--- config.mk ---
export PLATFORM = sky130hd
export DESIGN_NAME = lru_page_replacement_core
export DESIGN_NICKNAME = d
export VERILOG_FILES = /design/src/rtl/lrupr_pkg.sv /design/src/rtl/lrupr_cell.sv /design/src/rtl/lru_page_replacement_core.sv
export SDC_FILE = /design/constraint.sdc
export NUM_CORES = 2
export LEC_CHECK = 0
export BUFFER_PORTS_ARGS = -buffer_cell sky130_fd_sc_hd__buf_2
export CAP_MARGIN = 20
export CORE_MARGIN = 1
export CORE_UTILIZATION = 60
export CTS_CLUSTER_DIAMETER = 50
export CTS_CLUSTER_SIZE = 20
export DETAILED_ROUTE_END_ITERATION = 10
export PLACE_DENSITY_LB_ADDON = 0.25
export SYNTH_ARGS = -nofsm -noshare
export SYNTH_HDL_FRONTEND = slang
export SYNTH_SLANG_ARGS = --single-unit
--- constraint.sdc ---
create_clock -name clk -period 12.65 [get_ports clk]
set_input_delay 3.1625 -clock clk [delete_from_list [all_inputs] [get_ports clk]]
set_output_delay 3.1625 -clock clk [all_outputs]
set_load 0.05 [all_outputs]
--- src/rtl/lrupr_pkg.sv ---
// package for the lru page replacement core
// holds default sizes, configuration constants and the sequencer state type
// no dependencies
package lrupr_pkg;

  localparam int FRAMES_DEF = 32;
  localparam int PAGES_DEF  = 64;

  localparam int CFG_W = 6;
  localparam logic [CFG_W-1:0] CFG_RESET = CFG_W'(4);

  localparam int FAULT_W = 16;

  typedef enum logic [1:0] {
    ST_IDLE,
    ST_SEARCH,
    ST_UPDATE
  } state_t;

endpackage

--- src/rtl/lrupr_cell.sv ---
// one frame cell of the lru chain: page, valid bit and recency rank
// depends on lrupr_pkg; search and update types come from the top level
module lrupr_cell
  import lrupr_pkg::*;
#(
  parameter int  FRAMES = FRAMES_DEF,
  parameter int  PAGES  = PAGES_DEF,
  parameter int  J      = 0,
  parameter type acc_t  = logic,
  parameter type upd_t  = logic
) (
  input  logic                         clk,
  input  logic                         rst,
  input  logic [$clog2(FRAMES+1)-1:0]  n,
  input  acc_t                         acc_in,
  output acc_t                         acc_out,
  input  upd_t                         upd
);

  localparam int IW = $clog2(FRAMES);
  localparam int NW = $clog2(FRAMES + 1);
  localparam int PW = $clog2(PAGES);
  localparam logic [IW-1:0] JI   = IW'(J);
  localparam logic [NW-1:0] JN   = NW'(J);
  localparam logic [IW-1:0] RMAX = IW'(FRAMES - 1);

  logic [PW-1:0] page;
  logic          valid;
  logic [IW-1:0] rank;
  logic          active;
  acc_t          acc_next;

  assign active = (JN < n);

  // fold this frame into the running search word
  always_comb begin
    acc_next = acc_in;
    if (active && valid && (page == acc_in.page) && !acc_in.found) begin
      acc_next.found    = 1'b1;
      acc_next.hit_idx  = JI;
      acc_next.hit_rank = rank;
    end
    if (active && !valid && !acc_in.empty) begin
      acc_next.empty     = 1'b1;
      acc_next.empty_idx = JI;
    end
    // first frame seeds the victim, later ones win only on a strictly older rank
    if (active && ((J == 0) || (rank > acc_in.best_rank))) begin
      acc_next.best_rank = rank;
      acc_next.best_idx  = JI;
      acc_next.best_page = page;
    end
  end

  always_ff @(posedge clk) begin
    acc_out <= acc_next;
  end

  always_ff @(posedge clk) begin
    if (rst) begin
      valid <= 1'b0;
      rank  <= '0;
    end else if (upd.en) begin
      if (upd.idx == JI) begin
        rank <= '0;
        if (upd.miss) begin
          valid <= 1'b1;
        end
      end else if (active && valid && (upd.lim_all || (rank < upd.limit)) &&
                   (rank != RMAX)) begin
        rank <= rank + 1'b1;
      end
    end
  end

  // page store, written only on a fill or replacement
  always_ff @(posedge clk) begin
    if (upd.en && upd.miss && (upd.idx == JI)) begin
      page <= upd.page;
    end
  end

endmodule

--- src/rtl/lru_page_replacement_core.sv ---
// lru page replacement core: a chain of frame cells swept by a search word
// flow: an accepted word is registered, swept down the chain cells, then loaded into the output register
// a new word is accepted only in idle, after the previous one has been loaded into the output register
// a finished result waits in the output register while the next word is accepted
// reset (rst, synchronous): all frames empty, ranks zero, fault count zero,
// frames_in_use back to 4; page stores are not cleared
module lru_page_replacement_core
  import lrupr_pkg::*;
#(
  parameter int FRAMES = FRAMES_DEF,
  parameter int PAGES  = PAGES_DEF
) (
  input  logic                          clk,
  input  logic                          rst,
  // configuration: frames_in_use
  input  logic                          cfg_we,
  input  logic [CFG_W-1:0]              cfg_wdata,
  // input word
  input  logic                          in_valid,
  output logic                          in_stall,
  input  logic [$clog2(PAGES)-1:0]      page_number,
  // result word
  output logic                          out_valid,
  input  logic                          out_stall,
  output logic                          hit,
  output logic [$clog2(FRAMES)-1:0]     frame_index,
  output logic                          evicted_valid,
  output logic [$clog2(PAGES)-1:0]      evicted_page,
  output logic [FAULT_W-1:0]            fault_count
);

  localparam int IW = $clog2(FRAMES);
  localparam int NW = $clog2(FRAMES + 1);
  localparam int PW = $clog2(PAGES);
  localparam int MW = (NW > CFG_W) ? NW : CFG_W;

  // search word that travels down the chain, one cell per cycle
  typedef struct packed {
    logic [PW-1:0] page;
    logic          found;
    logic [IW-1:0] hit_idx;
    logic [IW-1:0] hit_rank;
    logic          empty;
    logic [IW-1:0] empty_idx;
    logic [IW-1:0] best_rank;
    logic [IW-1:0] best_idx;
    logic [PW-1:0] best_page;
  } acc_t;

  // update broadcast to every cell at the end of the search
  typedef struct packed {
    logic          en;
    logic          miss;
    logic [IW-1:0] idx;
    logic [IW-1:0] limit;
    logic          lim_all;
    logic [PW-1:0] page;
  } upd_t;

  state_t           state;
  state_t           state_next;
  logic [IW-1:0]    cnt;
  logic [CFG_W-1:0] frames_in_use;
  logic [PW-1:0]    page_reg;
  logic [FAULT_W-1:0] faults;
  logic [FAULT_W-1:0] faults_next;

  logic [MW-1:0]    cfg_ext;
  logic [NW-1:0]    n_eff;
  logic             in_accept;
  logic             load;

  acc_t             head;
  acc_t             chain [FRAMES];
  acc_t             tail;
  upd_t             upd;
  logic             ev_valid;
  logic [PW-1:0]    ev_page;

  // effective frame count: zero acts as one, above FRAMES clamps to FRAMES
  always_comb begin
    cfg_ext = MW'(frames_in_use);
    if (cfg_ext == '0) begin
      n_eff = NW'(1);
    end else if (cfg_ext > MW'(FRAMES)) begin
      n_eff = NW'(FRAMES);
    end else begin
      n_eff = NW'(cfg_ext);
    end
  end

  always_ff @(posedge clk) begin
    if (rst) begin
      frames_in_use <= CFG_RESET;
    end else if (cfg_we) begin
      frames_in_use <= cfg_wdata;
    end
  end

  // search word entering the first cell
  always_comb begin
    head      = '0;
    head.page = page_reg;
  end

  genvar g;
  generate
    for (g = 0; g < FRAMES; g++) begin : g_cell
      lrupr_cell #(
        .FRAMES (FRAMES),
        .PAGES  (PAGES),
        .J      (g),
        .acc_t  (acc_t),
        .upd_t  (upd_t)
      ) u_cell (
        .clk     (clk),
        .rst     (rst),
        .n       (n_eff),
        .acc_in  ((g == 0) ? head : chain[(g == 0) ? 0 : g - 1]),
        .acc_out (chain[g]),
        .upd     (upd)
      );
    end
  endgenerate

  assign tail = chain[FRAMES-1];

  // pick the frame: hit, else lowest empty, else oldest (lowest index on ties)
  always_comb begin
    upd      = '0;
    ev_valid = 1'b0;
    ev_page  = '0;
    upd.en   = load;
    upd.page = tail.page;
    if (tail.found) begin
      upd.idx   = tail.hit_idx;
      upd.limit = tail.hit_rank;
    end else if (tail.empty) begin
      upd.miss    = 1'b1;
      upd.idx     = tail.empty_idx;
      upd.lim_all = 1'b1;
    end else begin
      upd.miss  = 1'b1;
      upd.idx   = tail.best_idx;
      upd.limit = tail.best_rank;
      ev_valid  = 1'b1;
      ev_page   = tail.best_page;
    end
  end

  // saturating fault counter
  always_comb begin
    faults_next = faults;
    if (upd.miss && (faults != '1)) begin
      faults_next = faults + 1'b1;
    end
  end

  // sequencer: next state
  always_comb begin
    state_next = state;
    case (state)
      ST_IDLE: begin
        if (in_valid) begin
          state_next = ST_SEARCH;
        end
      end
      ST_SEARCH: begin
        if (cnt == IW'(FRAMES - 1)) begin
          state_next = ST_UPDATE;
        end
      end
      ST_UPDATE: begin
        if (!(out_valid && out_stall)) begin
          state_next = ST_IDLE;
        end
      end
      default: begin
        state_next = ST_IDLE;
      end
    endcase
  end

  // sequencer: outputs
  always_comb begin
    in_stall = 1'b1;
    load     = 1'b0;
    case (state)
      ST_IDLE: begin
        in_stall = 1'b0;
      end
      ST_SEARCH: begin
        in_stall = 1'b1;
      end
      ST_UPDATE: begin
        // hold the result until the output register is free
        load = !(out_valid && out_stall);
      end
      default: begin
        in_stall = 1'b1;
      end
    endcase
  end

  assign in_accept = in_valid && !in_stall;

  always_ff @(posedge clk) begin
    if (rst) begin
      state  <= ST_IDLE;
      cnt    <= '0;
      faults <= '0;
    end else begin
      state <= state_next;
      if (in_accept) begin
        cnt <= '0;
      end else if (state == ST_SEARCH) begin
        cnt <= cnt + 1'b1;
      end
      if (load) begin
        faults <= faults_next;
      end
    end
  end

  always_ff @(posedge clk) begin
    if (in_accept) begin
      page_reg <= page_number;
    end
  end

  // output register
  always_ff @(posedge clk) begin
    if (rst) begin
      out_valid <= 1'b0;
    end else if (load) begin
      out_valid <= 1'b1;
    end else if (!out_stall) begin
      out_valid <= 1'b0;
    end
  end

  always_ff @(posedge clk) begin
    if (load) begin
      hit           <= tail.found;
      frame_index   <= upd.idx;
      evicted_valid <= ev_valid;
      evicted_page  <= ev_page;
      fault_count   <= faults_next;
    end
  end

endmodule

# After elaboration in Yosys (flattened, before gate mapping)
# Index checks and enable logic that the tools add are counted.
# word_totals
register_bits	1692
in_bits	17
output_inout_bits	31
word_cells	1291
# op_classes
n_addsub	34
magnitude_cmp	96
n_eq_ne	103
n_mux	146
n_reduce_logical	518
# ops
op	n
2-to-1 mux 16 bit	32
2-to-1 mux 5 bit	97
logical AND 1 bit	289
== test 6 bit	32
adder 5 x 1 -> 5 bit (second input constant)	33
< comparator 5 bit	32
inequality test 5 bit (second input constant)	32
greater-than comparator 5 bit	31
AND reduction 3 bit	33
< comparator 5 x 6 -> 1 bit (first input constant)	16
zero test 1 bit	95
== test 5 bit (second input constant)	17
AND reduction 2 bit	32
nonzero test 2 bit	32
< comparator 4 x 6 -> 1 bit (first input constant)	8
== test 5 x 4 -> 1 bit (second input constant)	8
logical OR 1 bit	32
< comparator 3 x 6 -> 1 bit (first input constant)	4
== test 5 x 3 -> 1 bit (second input constant)	4
2-to-1 mux 6 bit	3
adder 16 x 1 -> 16 bit (second input constant)	1
inequality test 16 bit (second input constant)	1
< comparator 1 x 6 -> 1 bit (first input constant)	2
< comparator 2 x 6 -> 1 bit (first input constant)	2
16 further kinds	29

# Logic depth before layout (Yosys ltp)
# depth
depth_word	9
depth_mapped	14
ltp_nobuf	9

# Cells and area by module
# Synthesis repeated with hierarchy kept, for this count alone.
# hier_totals
hier_cells	5604
area_unflattened_um2	65609.2
# by_module_without_submodules
module	n_inst	cells_per_inst	area_each_um2
lrupr_cell (g_cell[15].u_cell ...)	2	166	1929.4
lru_page_replacement_core	1	280	3054.2
lrupr_cell (g_cell[26].u_cell)	1	174	2039.5
lrupr_cell (g_cell[24].u_cell)	1	165	2024.4
lrupr_cell (g_cell[18].u_cell)	1	174	2018.2
lrupr_cell (g_cell[20].u_cell)	1	173	1994.4
lrupr_cell (g_cell[30].u_cell)	1	176	1989.4
lrupr_cell (g_cell[10].u_cell)	1	173	1988.2
lrupr_cell (g_cell[17].u_cell)	1	165	1981.9
lrupr_cell (g_cell[11].u_cell)	1	165	1979.4
lrupr_cell (g_cell[1].u_cell)	1	163	1978.1
lrupr_cell (g_cell[22].u_cell)	1	169	1976.9
lrupr_cell (g_cell[16].u_cell)	1	168	1968.1
lrupr_cell (g_cell[23].u_cell)	1	162	1966.9
+18 rows	--	--	--

# Worst setup path before layout
# Ideal clock, no wire load.
# synth_timing
kind	in2reg
startpoint	in out_stall
endpoint	reg g_cell[18].u_cell.rank[0]
t_arrival_ns	5.412
slack_ns	7.146
stages	8
cell_sequence	nand2_1 nand2_4 inv_1 clkbuf_1 clkbuf_1 buf_1 nand2_1 o32ai_1
# synth_lines
element	line_no	rtl
from (decl)	lru_page_replacement_core.sv:24	input logic out_stall,
to (signal assigned)	lrupr_cell.sv:71	rank <= rank + 1'b1;
to (decl)	lrupr_cell.sv:29	logic [IW-1:0] rank;

# Worst setup path in the final report
# layout_timing
startpoint	in out_stall
endpoint	reg g_cell[4].u_cell.rank[3]
# layout_between
elab_chain_len	4
# layout_lines
element	line_no	rtl
logical AND 1 bit	lru_page_replacement_core.sv:197	load = !(out_valid && out_stall);
zero test 1 bit	lru_page_replacement_core.sv:197	
2-to-1 mux 1 bit	lru_page_replacement_core.sv:188	case (state)
AND reduction 2 bit (no source line)	--	
to (signal assigned)	lrupr_cell.sv:71	
to (decl)	lrupr_cell.sv:29	
# Every way passes these cells.
# A chain may end at the register's enable or synchronous reset.

==> flow_summary_export.csv <==
group,metric,value,unit
run_status,status,"finished clean",
drt,drc_errors,0,
power_and_ir_drop,p_per_area,158,mW/mm^2
cells_and_area,syn2layout_area_growth,10.4,%
clock_network,cts_tree,"done",
floorplanning,rows,115,
timing,rsz0062_at_grt,"false",
logic_synthesis,yosys.area.top_type,"dfxtp_1",
drt,wl_per_cell,21.6,um
floorplanning,die_h,319,um
min_path,whs_path_depth,0,
timing,min_period_over_period,0.464,
min_path,worstHoldPathType,"reg2reg",
critical_path,timing.rr.end,"g_cell[13].u_cell.page[2]$_DFFE_PP_",
global_route,grt_pass1_vias,38800,
logic_synthesis,synth.top_cell.area_share,0.458,
clock_network,numClockSinks,1604,
global_route,grt_start_max_net_pins,86,
logic_synthesis,ys_warn_count,0,
timing,final_hold_viol_count,0,
critical_path,path_max_fanout,58,
clock_network,insertion_delay,760,ps
critical_path,setup.worst_path.end,"g_cell[4].u_cell.rank[3]$_SDFFE_PP0P_",
critical_path,reg2regPathDepth,6,
critical_path,worstReg2RegStart,"g_cell[31].u_cell.acc_out[21]$_SDFF_PP1_",
cells_and_area,drive_gt1_frac,0.188,
clock_network,cts_setup_buffers,0,
logic_synthesis,synth_xor_xnor_area_share,0.0327,
floorplanning,die_area,0.102,sq mm
critical_path,endpoint_kind,"flop",
cells_and_area,largest_reg_flops,1155,
timing,fin_skew,35.4,ps
critical_path,cp.arrival,6490,ps
logic_synthesis,seq_area_frac_synth,0.571,
clock_network,path_clk_slew,70,ps
floorplanning,coreArea,0.0989,sq mm
placement,io_buffer_count,47,
logic_synthesis,synth_seq_cells,1604,
clock_network,cts.repair.resized,0,
drt,drtPass1Iterations,5,
logic_synthesis,synth_simple_gate_area_share,0.126,
critical_path,crit_required,13280,ps
power_and_ir_drop,p_leak,26.8,nW
logic_synthesis,yosys-top-cells-count,"1377 x dfxtp_1, 437 x mux2_2, 350 x ha_1",
logic_synthesis,synth_most_common_cell,"dfxtp_1",
drt,wl,143000,um
drt,first_iter_violations,3123,
global_route,grt.total_usage,0.280,
floorplanning,start_util,0.609,
critical_path,setup.worst_path.start,"out_stall",
floorplanning,die_x,319,um
logic_synthesis,ys.flop_type,"dfxtp_1",
clock_network,cts_hold_buf,0,
logic_synthesis,syn-cell-area,0.0602,sq mm
logic_synthesis,syn_avg_cell_area,11.8,sq um
timing,tns,0,ps
timing,whs,351,ps
global_route,grt_antenna_before_repair,4,
timing,tightest_slew,1220,ps
timing,finalSetupViolCount,0,
logic_synthesis,synth_edf_count,227,
logic_synthesis,synth.net_count,5487,
timing,slew_headroom,0.184,
flow_run,maxCapViolations,0,
drt,drtAntennaViolNets,0,
global_route,overflow,0,
global_route,grt_pass1_wl,221000,um
drt,drt-vias-per-instance,5.83,
placement,dp_hpwl,99900,um
logic_synthesis,synthArstFlopShare,0,
clock_network,cts_buffer_depth,3,
clock_network,clock-root-buffer,"clkbuf_16",
clock_network,htree_num_levels,4,
timing,fmax,171,MHz
logic_synthesis,synth_top_family_by_area,"simple AND/OR/NAND/NOR gates",
critical_path,rrSetupSlack,8260,ps
cells_and_area,nNetsFinal,5581,
logic_synthesis,ys_types,92,
timing,maxSlewViolCount,0,
logic_synthesis,synth_compound_area_frac,0.0807,
critical_path,crit_type,"in2reg",
placement,place.gp.congestion,0.900,
power_and_ir_drop,peakVddDrop,0.126,mV
logic_synthesis,syn_inst,5120,
clock_network,cts_made_buffers,133,
critical_path,worst_setup_path_start_kind,"primary input",
logic_synthesis,synthMuxAreaShare,0.0901,
cells_and_area,filler_cell_count,7238,
drt,vias,38500,
logic_synthesis,synthAdderAreaFrac,0.0727,
floorplanning,pin_count,48,
timing,fin_crit,5860,ps
logic_synthesis,synthTopCellsByArea,"dfxtp_1 46%, edfxtp_1 11%, mux2_2 8.2%",
-- critical path: stages --
cell	delay, ps
buf_2	100
nand2_1	110
nand2_4	310
inv_4	660
buf_4	700
nand3_1	470
o22ai_1	500
nor2_1	100
a211o_1	320
-- logic make-up (layout without fill, tap and decap cells) --
family          Yosys count  after routing
buf+inv                 406            607
flops                  1604           1604
fa+ha+maj               350            350
simple gates           1357           1357
compound gates          691            691
other cells               0              2
xor+xnor                225            225
mux                     487            487
-- worst min-delay path by stage --
stage                                                from                                    end  slack, ps
finish              g_cell[12].u_cell.acc_out[37]$_DFF_P_  g_cell[13].u_cell.acc_out[37]$_DFF_P_        350
floorplan           g_cell[30].u_cell.acc_out[33]$_DFF_P_  g_cell[31].u_cell.acc_out[33]$_DFF_P_        350
global placement    g_cell[30].u_cell.acc_out[33]$_DFF_P_  g_cell[31].u_cell.acc_out[33]$_DFF_P_        340
detailed placement  g_cell[30].u_cell.acc_out[36]$_DFF_P_  g_cell[31].u_cell.acc_out[36]$_DFF_P_        350
global route        g_cell[23].u_cell.acc_out[36]$_DFF_P_  g_cell[24].u_cell.acc_out[36]$_DFF_P_        360
CTS                 g_cell[12].u_cell.acc_out[37]$_DFF_P_  g_cell[13].u_cell.acc_out[37]$_DFF_P_        350
-- layout make-up --
| type | count | area (sq um) | share of cell area |
|---|---|---|---|
| clock inverter | 71 | 727 | 0.0109 |
| tap | 1287 | 1610 | 0.0242 |
| antenna | 2 | 5.00 | 0.0000753 |
| inverter | 243 | 917 | 0.0138 |
| multi-input combinational | 3110 | 24300 | 0.366 |
| timing repair buffer | 122 | 816 | 0.0123 |
| clock buffer | 171 | 3690 | 0.0555 |
| sequential | 1604 | 34400 | 0.517 |
-- per-layer routing --
layer	share of wire	GRT usage	wire (um)	up-vias
met4	0.033	0.106	4720	4
met3	0.075	0.0553	10700	325
met1	0.43	0.370	61200	18600
met5	0.00022	0	32	-
met2	0.46	0.455	66200	1278
li1	-	-	-	18300
-- stage by stage --
step / utilization / instance area (sq um) / std cells / power [mW] / worst slack (ps)
2_1_floorplan: - / 60200 / 5120 / 6.23 / 7150
3_3_place_gp: 0.627 / 62000 / 6362 / 6.47 / 6200
3_5_place_dp: 0.627 / 62000 / 6363 / 6.48 / 6060
4_1_cts: 0.672 / 66400 / 6605 / 10.6 / 6860
5_1_grt: 0.672 / 66500 / 6608 / 10.9 / 6630
6_report: 0.672 / 66500 / 6610 / 10.5 / 6790
-- cell usage in the layout (no fill, tap or decap), drive strengths merged, types with 34 or more instances in the layout --
cell type,instances
xor2,159
nor2,173
nand2,187
xnor2,66
and2,71
or2,165
a221oi,34
mux2i,50
nor4,44
buf,120
nand3,117
nand2b,117
dfxtp,1377
o21a,99
and3,69
nor3,76
nand4,72
clkbuf,173
inv,275
a21oi,114
mux2,437
nor2b,139
o21ai,154
ha,350
edfxtp,227
-- power breakdown --
group,total (mW),leakage [nW],switching (mW),internal (mW)
combinational,0.631,11.3,0.275,0.356
sequential,5.73,13.3,0.168,5.56
clock,4.16,2.16,1.91,2.25
Power figures use the tool's default switching activity.
